--- src/hw/rtl/bba_pkg.sv ---
// Shared constants, codes and helpers for the buddy block allocator.
// No dependencies; used by the top level and by its checker.
`timescale 1ns / 1ps

package bba_pkg;

  // Pool geometry
  localparam int POOL_LOG2  = 6;
  localparam int POOL_UNITS = 1 << POOL_LOG2;
  localparam int NODES      = 2 * POOL_UNITS - 1;
  localparam int NODE_W     = POOL_LOG2 + 1;
  localparam int UNIT_W     = POOL_LOG2 + 1;
  localparam int OFF_W      = POOL_LOG2;

  // Field widths
  localparam int ACT_W    = 2;
  localparam int REQ_W    = 16;
  localparam int STATUS_W = 2;

  // Action codes
  localparam logic [ACT_W-1:0] ACT_ALLOC = 2'd0;
  localparam logic [ACT_W-1:0] ACT_FREE  = 2'd1;
  localparam logic [ACT_W-1:0] ACT_QUERY = 2'd2;

  // Status codes
  localparam logic [STATUS_W-1:0] STAT_OK       = 2'd0;
  localparam logic [STATUS_W-1:0] STAT_NO_SPACE = 2'd1;
  localparam logic [STATUS_W-1:0] STAT_BAD_OFFS = 2'd2;

  // Round a request up to a power of two; zero counts as one.
  // Caller guarantees req <= POOL_UNITS.
  function automatic logic [UNIT_W-1:0] round_pow2(input logic [REQ_W-1:0] req);
    logic [UNIT_W-1:0] p;
    int k;
    p = UNIT_W'(POOL_UNITS);
    for (k = POOL_LOG2 - 1; k >= 0; k--) begin
      if (req <= REQ_W'(1 << k)) begin
        p = UNIT_W'(1 << k);
      end
    end
    return p;
  endfunction

endpackage

--- src/hw/rtl/buddy_block_allocator_unit.sv ---
// Buddy block allocator: one word in, one word out, tree kept in an on-chip RAM.
// Depends on bba_pkg.
`timescale 1ns / 1ps

// Buddy allocator over a 64-unit pool, held as a 127-node heap-ordered tree of
// largest-free-run values in a RAM with one write and two registered reads per
// cycle. Each word takes one trip through a small sequencer and in_stall stays
// high until the result is queued in the output register. An allocate of size
// 2^k walks down 6-k levels and then back up to the root, updating each parent;
// a query climbs from the leaf to the owning block; a free then also climbs back
// up to the root. Each step waits on a registered RAM read. Per-node valid bits
// cleared at reset stand in for the initial capacities, so no clearing pass is
// needed.
module buddy_block_allocator_unit (
  input  logic                           clk,
  input  logic                           rst_n,
  // request channel
  input  logic                           in_valid,
  output logic                           in_stall,
  input  logic [bba_pkg::ACT_W-1:0]      in_action,
  input  logic [bba_pkg::REQ_W-1:0]      in_req_size,
  input  logic [bba_pkg::OFF_W-1:0]      in_block_offset,
  // result channel
  output logic                           out_valid,
  input  logic                           out_stall,
  output logic [bba_pkg::STATUS_W-1:0]   out_status,
  output logic [bba_pkg::OFF_W-1:0]      out_alloc_offset,
  output logic [bba_pkg::UNIT_W-1:0]     out_block_units
);

  localparam int NODE_W = bba_pkg::NODE_W;
  localparam int UNIT_W = bba_pkg::UNIT_W;
  localparam int OFF_W  = bba_pkg::OFF_W;
  localparam logic [UNIT_W-1:0] POOL_SZ   = UNIT_W'(bba_pkg::POOL_UNITS);
  localparam logic [NODE_W-1:0] LEAF_BASE = NODE_W'(bba_pkg::POOL_UNITS - 1);

  typedef enum logic [3:0] {
    ST_IDLE,
    ST_ROOT_RD,
    ST_ROOT_CHK,
    ST_DESC_RD,
    ST_DESC_CHK,
    ST_MARK,
    ST_UP_RD,
    ST_UP_WR,
    ST_FIND_RD,
    ST_FIND_CHK,
    ST_RESP
  } state_t;

  state_t state_r;

  // working registers
  logic [bba_pkg::ACT_W-1:0]    act_r;
  logic [NODE_W-1:0]            idx_r;
  logic [UNIT_W-1:0]            sz_r;
  logic [UNIT_W-1:0]            need_r;
  logic [UNIT_W-1:0]            cur_r;
  logic [OFF_W-1:0]             aoff_r;
  logic [bba_pkg::STATUS_W-1:0] res_status_r;
  logic [UNIT_W-1:0]            res_units_r;

  // output register
  logic                         out_valid_r;
  logic [bba_pkg::STATUS_W-1:0] out_status_r;
  logic [OFF_W-1:0]             out_alloc_offset_r;
  logic [UNIT_W-1:0]            out_block_units_r;

  // tree RAM and per-node valid bits
  logic [UNIT_W-1:0] tree_mem [bba_pkg::NODES];
  logic [bba_pkg::NODES-1:0] vld_r;
  logic [NODE_W-1:0] rd_a_addr, rd_b_addr, wr_addr;
  logic              wr_en;
  logic [UNIT_W-1:0] wr_data;
  logic [UNIT_W-1:0] rd_a_q_r, rd_b_q_r;
  logic              rd_a_vld_r, rd_b_vld_r;

  // derived values
  logic [UNIT_W-1:0] cap_a, cap_b, val_a, val_b;
  logic [NODE_W-1:0] left_idx, right_idx, sib_idx, par_idx;
  logic [UNIT_W-1:0] up_sz, run_max, up_val;
  logic [UNIT_W:0]   pair_sum;
  logic              go_left;

  assign in_stall         = (state_r != ST_IDLE);
  assign out_valid        = out_valid_r;
  assign out_status       = out_status_r;
  assign out_alloc_offset = out_alloc_offset_r;
  assign out_block_units  = out_block_units_r;

  // Node addressing around idx_r
  assign left_idx  = {idx_r[NODE_W-2:0], 1'b1};
  assign right_idx = left_idx + NODE_W'(1);
  assign sib_idx   = idx_r[0] ? idx_r + NODE_W'(1) : idx_r - NODE_W'(1);
  assign par_idx   = (idx_r - NODE_W'(1)) >> 1;
  assign up_sz     = {sz_r[UNIT_W-2:0], 1'b0};

  // Never-written nodes read as their subtree capacity
  assign cap_a = (state_r == ST_DESC_CHK) ? (sz_r >> 1) : sz_r;
  assign cap_b = sz_r >> 1;
  assign val_a = rd_a_vld_r ? rd_a_q_r : cap_a;
  assign val_b = rd_b_vld_r ? rd_b_q_r : cap_b;

  // Descent choice: smaller fitting run, ties left
  assign go_left = (val_a >= need_r) && ((val_b < need_r) || (val_a <= val_b));

  // Parent update on the way up; a free merges buddies that are both whole
  assign run_max  = (cur_r >= val_a) ? cur_r : val_a;
  assign pair_sum = {1'b0, cur_r} + {1'b0, val_a};
  assign up_val   = ((act_r == bba_pkg::ACT_FREE) && (pair_sum == {1'b0, up_sz}))
                    ? up_sz : run_max;

  // RAM port control
  always_comb begin
    rd_a_addr = idx_r;
    rd_b_addr = '0;
    wr_en     = 1'b0;
    wr_addr   = idx_r;
    wr_data   = '0;
    unique case (state_r)
      ST_DESC_RD: begin
        if (sz_r != need_r) begin
          rd_a_addr = left_idx;
          rd_b_addr = right_idx;
        end
      end
      ST_UP_RD: begin
        if (idx_r != '0) begin
          rd_a_addr = sib_idx;
        end
      end
      ST_MARK: begin
        wr_en = 1'b1;
      end
      ST_UP_WR: begin
        wr_en   = 1'b1;
        wr_addr = par_idx;
        wr_data = up_val;
      end
      ST_FIND_CHK: begin
        wr_en   = (val_a == '0) && (act_r == bba_pkg::ACT_FREE);
        wr_data = sz_r;
      end
      default: begin
      end
    endcase
  end

  // Tree RAM: one write, two registered reads
  always_ff @(posedge clk) begin
    if (wr_en) begin
      tree_mem[wr_addr] <= wr_data;
    end
    rd_a_q_r   <= tree_mem[rd_a_addr];
    rd_b_q_r   <= tree_mem[rd_b_addr];
    rd_a_vld_r <= vld_r[rd_a_addr];
    rd_b_vld_r <= vld_r[rd_b_addr];
  end

  // Valid bits: set on first write, cleared by reset
  always_ff @(posedge clk) begin
    if (!rst_n) begin
      vld_r <= '0;
    end else if (wr_en) begin
      vld_r[wr_addr] <= 1'b1;
    end
  end

  // Sequencer and output register
  always_ff @(posedge clk) begin
    if (!rst_n) begin
      state_r     <= ST_IDLE;
      out_valid_r <= 1'b0;
    end else begin
      // ST_RESP reloads the output register itself
      if (out_valid_r && !out_stall && state_r != ST_RESP) begin
        out_valid_r <= 1'b0;
      end
      unique case (state_r)
        ST_IDLE: begin
          if (in_valid) begin
            act_r        <= in_action;
            aoff_r       <= '0;
            res_units_r  <= '0;
            priority if (in_action == bba_pkg::ACT_ALLOC) begin
              idx_r <= '0;
              sz_r  <= POOL_SZ;
              if (in_req_size > bba_pkg::REQ_W'(bba_pkg::POOL_UNITS)) begin
                res_status_r <= bba_pkg::STAT_NO_SPACE;
                state_r      <= ST_RESP;
              end else begin
                need_r  <= bba_pkg::round_pow2(in_req_size);
                state_r <= ST_ROOT_RD;
              end
            end else if (in_action == bba_pkg::ACT_FREE ||
                         in_action == bba_pkg::ACT_QUERY) begin
              res_status_r <= bba_pkg::STAT_BAD_OFFS;
              idx_r        <= NODE_W'(in_block_offset) + LEAF_BASE;
              sz_r         <= UNIT_W'(1);
              state_r      <= ST_FIND_RD;
            end else begin
              res_status_r <= bba_pkg::STAT_BAD_OFFS;
              state_r      <= ST_RESP;
            end
          end
        end
        ST_ROOT_RD: begin
          state_r <= ST_ROOT_CHK;
        end
        ST_ROOT_CHK: begin
          if (val_a < need_r) begin
            res_status_r <= bba_pkg::STAT_NO_SPACE;
            state_r      <= ST_RESP;
          end else begin
            state_r <= ST_DESC_RD;
          end
        end
        ST_DESC_RD: begin
          state_r <= (sz_r == need_r) ? ST_MARK : ST_DESC_CHK;
        end
        ST_DESC_CHK: begin
          if (go_left) begin
            idx_r <= left_idx;
          end else begin
            idx_r  <= right_idx;
            aoff_r <= aoff_r + OFF_W'(sz_r >> 1);
          end
          sz_r    <= sz_r >> 1;
          state_r <= ST_DESC_RD;
        end
        ST_MARK: begin
          cur_r        <= '0;
          res_status_r <= bba_pkg::STAT_OK;
          res_units_r  <= need_r;
          state_r      <= ST_UP_RD;
        end
        ST_UP_RD: begin
          state_r <= (idx_r == '0) ? ST_RESP : ST_UP_WR;
        end
        ST_UP_WR: begin
          cur_r   <= up_val;
          idx_r   <= par_idx;
          sz_r    <= up_sz;
          state_r <= ST_UP_RD;
        end
        ST_FIND_RD: begin
          state_r <= ST_FIND_CHK;
        end
        ST_FIND_CHK: begin
          if (val_a == '0) begin
            // owning block found
            res_status_r <= bba_pkg::STAT_OK;
            res_units_r  <= sz_r;
            if (act_r == bba_pkg::ACT_FREE) begin
              cur_r   <= sz_r;
              state_r <= ST_UP_RD;
            end else begin
              state_r <= ST_RESP;
            end
          end else if (idx_r == '0) begin
            state_r <= ST_RESP;
          end else begin
            idx_r   <= par_idx;
            sz_r    <= up_sz;
            state_r <= ST_FIND_RD;
          end
        end
        ST_RESP: begin
          if (!out_valid_r || !out_stall) begin
            out_valid_r        <= 1'b1;
            out_status_r       <= res_status_r;
            out_alloc_offset_r <= aoff_r;
            out_block_units_r  <= res_units_r;
            state_r            <= ST_IDLE;
          end
        end
        default: begin
          state_r <= ST_IDLE;
        end
      endcase
    end
  end

endmodule

--- config.mk ---
export PLATFORM = sky130hd
export DESIGN_NAME = buddy_block_allocator_unit
export DESIGN_NICKNAME = d
export VERILOG_FILES = /design/src/hw/rtl/bba_pkg.sv /design/src/hw/rtl/buddy_block_allocator_unit.sv
export SDC_FILE = /design/constraint.sdc
export NUM_CORES = 2
export LEC_CHECK = 0
export BUFFER_PORTS_ARGS = -buffer_cell sky130_fd_sc_hd__buf_2
export CAP_MARGIN = 10
export CORE_MARGIN = 2
export CORE_UTILIZATION = 46
export CTS_CLUSTER_DIAMETER = 30
export DETAILED_ROUTE_END_ITERATION = 16
export SLEW_MARGIN = 20
export SYNTH_ARGS = -nofsm -noshare
export SYNTH_HDL_FRONTEND = slang
export SYNTH_SLANG_ARGS = --single-unit
--- constraint.sdc ---
create_clock -name clk -period 9.4 [get_ports clk]
set_clock_uncertainty 0.15 [all_clocks]
set_input_delay 2.35 -clock clk [delete_from_list [all_inputs] [get_ports clk]]
set_output_delay 2.35 -clock clk [all_outputs]
set_load 0.02 [all_outputs]
### Yosys cells after proc, flatten, opt, wreduce, memory -nomap -nowiden

Memory sizes are Yosys's and may differ from the RTL's. A register that Yosys moved wholly into a read port is not among the register bits.
Cells that the tools add are included.

* equality and inequality tests: 27
* add/subtract/negate cells: 6
* order comparisons: 16
* bitwise logic cells: 2
* mux-type cells: 70
* reduce and logical (&&, ||, !) cells: 36

Operator list (number)
* 7-bit 2-to-1 mux: 27
* 127-bit OR: 1
* 7-bit one-hot mux with 4 select lines: 2
* 7-bit one-hot mux with 3 select lines: 2
* 4-bit one-hot mux with 10 select lines: 1
* 4-bit 2-to-1 mux: 9
* 7-bit one-hot mux with 2 select lines: 2
* 7-bit by 8-bit < comparator with 1-bit output, second input constant: 3
* 4-bit by 3-bit == test with 1-bit output, second input constant: 4
* 16-bit by 7-bit > comparator with 1-bit output, second input constant: 1
* 16-bit by 1-bit <= comparator with 1-bit output, second input constant: 1
* 16-bit by 2-bit <= comparator with 1-bit output, second input constant: 1
* 16-bit by 3-bit <= comparator with 1-bit output, second input constant: 1
* 16-bit by 4-bit <= comparator with 1-bit output, second input constant: 1
* 16-bit by 5-bit <= comparator with 1-bit output, second input constant: 1
* 16-bit by 6-bit <= comparator with 1-bit output, second input constant: 1
* 2-bit 2-to-1 mux: 8
* 2-bit != test, second input constant: 8
* 7-bit by 1-bit adder with 7-bit output, second input constant: 2
* 1-bit binary-select mux with 7-bit select: 2
* 7-bit greater-or-equal comparator: 2
* 7-bit zero test: 2
* 7-bit < comparator: 2
* 4-bit == test, second input constant: 3
* other kinds (42): 70

* memories: 1
* register bits after elaboration: 194
* logic and storage cells: 178
* input port bits: 28
* output and inout port bits: 17
* bits in writable memories: 889

Memory list
* tree_mem: words 127, width 7, rd ports 2, clocked after memory_dff 2, write ports 1, line buddy_block_allocator_unit.sv:70 `logic [UNIT_W-1:0] tree_mem [bba_pkg::NODES];`

### Logic depth before layout (Yosys ltp)

* depth after elaboration: 8
* mapped depth: 21
* mapped depth without buffers: 14

### Worst setup path after synthesis

Ideal clock, no wire load.

* kind: register to register
* from: register state_r[0]
* to: register cur_r[1], data pin
* setup time: 1.228 ns
* data required time: 8.022 ns
* period minus slack after synthesis: 10.293 ns
* setup slack: -0.893 ns
* cell stages (with the launch flop): 16
* buffers on the path: 2
* arrival time: 8.915 ns
* cell sequence: dfxtp_1 -> buf_2 -> or4b_1 -> buf_2 -> mux2i_1 -> o21ai_0 -> ha_1 -> a21o_1 -> a21oi_1 -> o21bai_1 -> a21oi_1 -> o2111ai_1 -> a31o_2 -> nor3b_1 -> a211oi_1 -> o31ai_1

* cells in the longest elaborated chain, start to end: 8
* elaborated cells between the ends (all ways): 13
* classes of those cells: 1 x add/sub; 1 x order compare; 5 x eq/ne; 5 x mux; 1 x reduce/logical

RTL lines
* from (decl): line buddy_block_allocator_unit.sv:51 `state_t state_r;`
* from (signal assigned): line buddy_block_allocator_unit.sv:219 `state_r <= (sz_r == need_r) ? ST_MARK : ST_DESC_CHK;`
* from (signal assigned): line buddy_block_allocator_unit.sv:238 `state_r <= (idx_r == '0) ? ST_RESP : ST_UP_WR;`
* 4-bit by 3-bit == test with 1-bit output: line buddy_block_allocator_unit.sv:99 `assign cap_a = (state_r == ST_DESC_CHK) ? (sz_r >> 1) : sz_r;`
* 7-bit 2-to-1 mux: line buddy_block_allocator_unit.sv:99
* 7-bit 2-to-1 mux: line buddy_block_allocator_unit.sv:101 `assign val_a = rd_a_vld_r ? rd_a_q_r : cap_a;`
* 7-bit by 7-bit adder with 8-bit output: line buddy_block_allocator_unit.sv:109 `assign pair_sum = {1'b0, cur_r} + {1'b0, val_a};`
* 8-bit by 7-bit == test with 1-bit output: line buddy_block_allocator_unit.sv:110 `assign up_val = ((act_r == bba_pkg::ACT_FREE) && (pair_sum == {1'b0, up_sz}))`
* 1-bit logical AND: line buddy_block_allocator_unit.sv:110
* 7-bit 2-to-1 mux: line buddy_block_allocator_unit.sv:111 `? up_sz : run_max;`
* 7-bit one-hot mux with 3 select lines (*): line buddy_block_allocator_unit.sv:179 `unique case (state_r)`
* to (signal assigned): line buddy_block_allocator_unit.sv:241 `cur_r <= up_val;`
* to (signal assigned): line buddy_block_allocator_unit.sv:255 `cur_r <= sz_r;`
* to (decl): line buddy_block_allocator_unit.sv:58 `logic [UNIT_W-1:0] cur_r;`

Mark *: on every way between the ends. The rest lies on a longest branch, timed or not.
A chain may end at the register's enable or synchronous reset.

### Worst setup path after layout

* from: register state_r[2]
* to: memory tree_mem[79][1] in the netlist's numbering, data pin

* cells in the longest elaborated chain, start to end: 8
* elaborated cells between the ends (all ways): 12
* classes of those cells: 1 x add/sub; 1 x order compare; 4 x eq/ne; 5 x mux; 1 x reduce/logical

RTL lines
* 4-bit by 3-bit == test with 1-bit output: line buddy_block_allocator_unit.sv:99
* 7-bit 2-to-1 mux: line buddy_block_allocator_unit.sv:99
* 7-bit 2-to-1 mux: line buddy_block_allocator_unit.sv:101
* 7-bit by 7-bit adder with 8-bit output: line buddy_block_allocator_unit.sv:109
* 8-bit by 7-bit == test with 1-bit output: line buddy_block_allocator_unit.sv:110
* 1-bit logical AND: line buddy_block_allocator_unit.sv:110
* 7-bit 2-to-1 mux: line buddy_block_allocator_unit.sv:111
* 7-bit one-hot mux with 2 select lines (*): line buddy_block_allocator_unit.sv:120 `unique case (state_r)`
* net wr_data[1]: line buddy_block_allocator_unit.sv:74 `logic [UNIT_W-1:0] wr_data;`
* to (decl): line buddy_block_allocator_unit.sv:70

The timed path passes the listed nets; every way through them passes the cells marked *.

==> run metrics <==
Tmin final=approximately 7.0 ns; dpl ws=2.511 ns; R2R cell count=15; Routability Congestion=0.9255; sequential element share of the synthesized area=0.6127; CP Cell Sequence=or4b_1, mux2i_1, o21ai_0, ha_1, a21o_1, a21oi_1, o21bai_1, a21oi_1, o2111ai_1, a31o_2, nor3b_1, a211oi_1, o31ai_4, buf_4, buf_4; hold wc startpoint=res_units_r[1]$_DFFE_PP_; final setup vio count=0; clock slew at reported path FFs=0.04 ns; fin util=0.5499; CP required=9.72 ns; critical setup path kind=reg2reg; Gate Count Post-Synth=approximately 4300; Slew Limit Headroom=0.1948; die area=0.1143 mm2; Post-synth EDFFs=949; PostCTS Resize Cnt=0; Startpoint Class=register; root buffer cell=clkbuf_16; FP Rows=122; Syn-to-layout area delta=18.51%; CTS Hold Bufs=0; Synth top area share=0.5550; post-route cell area=between 0.06 and 0.07 mm2; most frequent cells in the layout=949 x edfxtp_1, 648 x nand2_1, 321 x nand3_1; crit path launch=state_r[2]$_SDFFE_PN0P_; via count of the routed design=38690; r2r startpoint=state_r[2]$_SDFFE_PN0P_; Pins Over Slew Limit=0; Yosys top cell by area=edfxtp_1; Crit-path slowest cell=or4b_1; peak supply drop=0.1709 mV; H-tree levels=4; Mapped Nets=4388; RSZ-0062 raised after global routing=no; status=finished, final reports clean; DR pass1 iterations=6; Pleak=just over 20 nW; post-synthesis async set-or-reset flop share=0; achievable frequency=around 140 MHz; pin count of the biggest net entering global routing=129; die height=about 340 um; synth unique cells=94; Flop pwr share=0.338; ranking of synthesized cells by area=edfxtp_1 55%, dfxtp_1 5.8%, nand2_1 4.8%, mux4_2 3.3%, nand3_1 3.2%; Top FF cell, synth=edfxtp_1; total global routing overflow=0; internal power=around 12 mW; Starting DRT DRC Count=5480; CTS Buffer Depth=3; placed instance area=0.05295 mm2; final setup TNS=0 ns; initial antenna violation count=4; Post-CTS Setup Inserts=0; Port Buffers=44; initial core utilization=0.4640; Synth Warn #=0; I/O pin count=45; Die W=338.1 um; first-pass GRT wire length=approximately 260 mm; clock latency on the worst-skew pair=0.82 ns; clock sinks=1097; Worst setup EP type=register; cts bufs inserted=220; share of cells above drive strength 1=0.1571; number of global-route vias before repair=37000; Psw=4.579 mW; Total Wirelength=177.3 mm; Hold Violations, Final=0; commonest non-fill, non-tap cell in the layout=edfxtp_1; DRC errors left=0; Synth Register Bits=1097; Tightest Hold Check Type=reg2reg; final worst path period share=0.7459; remaining antenna violation count=0; WHS Path Cells=0; # nets final=4406; Combinational Power Share=0.156; Worst R2R Setup Slack=2.39 ns; WP data arrival=7.33 ns; maxcap violations=0; worst hold path endpoint=out_block_units[1]$_DFFE_PP_; power share of the clock group=0.506; post-DP HPWL=about 110 mm; Sw Ratio=0.2831; vias per inst=6.426; synthesized area per cell=between 10 and 15 um2; Worst Tran Pin Value=~1.2 ns; worst-path maximum fanout=80; Final WS setup=about 2.4 ns; reg-to-reg endpoint=tree_mem[79][1]$_DFFE_PP_; DR WL/cell=29.45 um; crit-path max cell delay=0.85 ns; Tot GR Track Use=0.3039; CTS tree=built; pwr dens=between 200 and 300 mW/mm2; Antenna Cells=0; Netlist Area Pre-Place=0.05135 mm2; core area=0.1107 mm2
-- final cells by class --
cell class / count / area [um2]
multi-input cells: 2819 / 18350
inverters: 51 / 193.9
well taps: 1488 / 1862
clock inverters: 165 / 2147
repair buffers: 145 / 1097
fillers: 9232 / 49820
clock buffers: 256 / 5741
flip-flops and latches: 1097 / 31460
-- per-layer routing --
layer | vias up | GRT usage | wire length (um)
met1 | 19170 | 0.4173 | 70290
met5 | - | 0 | 28
met2 | 2403 | 0.4474 | 77950
li1 | 16670 | - | -
met3 | 446 | 0.08558 | 20780
met4 | 4 | 0.1398 | 8289
-- critical path, delay by kind of cell (launching register included) --
family	cells	cell delay, ns
compound gates	9	2.42
fa+ha+maj	1	0.40
simple gates	2	1.41
flops	1	0.77
buf+inv	2	1.20
mux	1	0.22
-- power by group through the flow --
stage | registers [mW] | logic, mW | clock network (mW)
after floorplan | 5.48 | 1.62 | 0
after global placement | 5.55 | 2.44 | 0
after detailed placement | 5.55 | 2.45 | 0
after CTS | 5.47 | 2.46 | 8.22
after global routing | 5.47 | 2.67 | 8.47
final | 5.47 | 2.52 | 8.18
-- cells by family after synthesis --
kind of cell / after synthesis / synth area share
multiplexers: 153 / 0.05219
buffers and inverters: 400 / 0.03577
AND/OR/NAND/NOR: 1596 / 0.1445
flip-flops: 1097 / 0.6127
XOR/XNOR: 33 / 0.005775
adder cells (fa/ha/maj): 44 / 0.01101
AO/OA/AOI/OAI: 993 / 0.1380
-- registers in the layout, summed over array words and instances, names as in the netlist, 2 cells and up --
signal            cells
vld_r               127
out_alloc_offset      6
cur_r                 7
act_r                 2
idx_r                 7
aoff_r                6
out_status            2
res_status_r          2
tree_mem            889
out_block_units       7
res_units_r           7
state_r               4
rd_b_q_r              7
rd_a_q_r              7
sz_r                  7
need_r                7
-- worst max path at each step --
stage                                             to  slack [ns]  depth (start not counted)
after floorplan                   cur_r[5]$_DFFE_PP_        1.57                         15
after global placement     tree_mem[90][1]$_DFFE_PP_        2.64                         15
after detailed placement  tree_mem[107][1]$_DFFE_PP_        2.51                         15
after CTS                 tree_mem[114][1]$_DFFE_PP_        2.51                         15
after global routing       tree_mem[65][1]$_DFFE_PP_        1.90                         15
final                      tree_mem[79][1]$_DFFE_PP_        2.39                         15
-- Yosys cell counts (all sizes together) (14+ instances only) --
master  number
clkbuf     197
a31oi       93
o32ai       14
xnor2       24
o31ai       20
and2        16
nand2      653
ha          42
nor3        46
buf        152
mux4        87
edfxtp     949
o211ai      74
and3        85
o21ai      118
inv         51
or2         36
or3         93
o22ai       40
mux2i       54
a21oi      138
a311oi      67
a211o       22
or4         29
nor2       254
a211oi     102
nand3      326
dfxtp      148
o221ai      46
o21a       137
-- through the flow --
| step | total power [mW] | instances | hold WS [ns] |
|---|---|---|---|
| after floorplan | 7.102 | 4316 | 0.2503 |
| after global placement | 7.998 | 5600 | 0.2543 |
| after detailed placement | 8.005 | 5600 | 0.2552 |
| after CTS | 16.15 | 6021 | 0.2706 |
| after global routing | 16.61 | 6021 | 0.2735 |
| final | 16.17 | 6021 | 0.2649 |
Note: power is estimated with default switching activity, not from simulation.
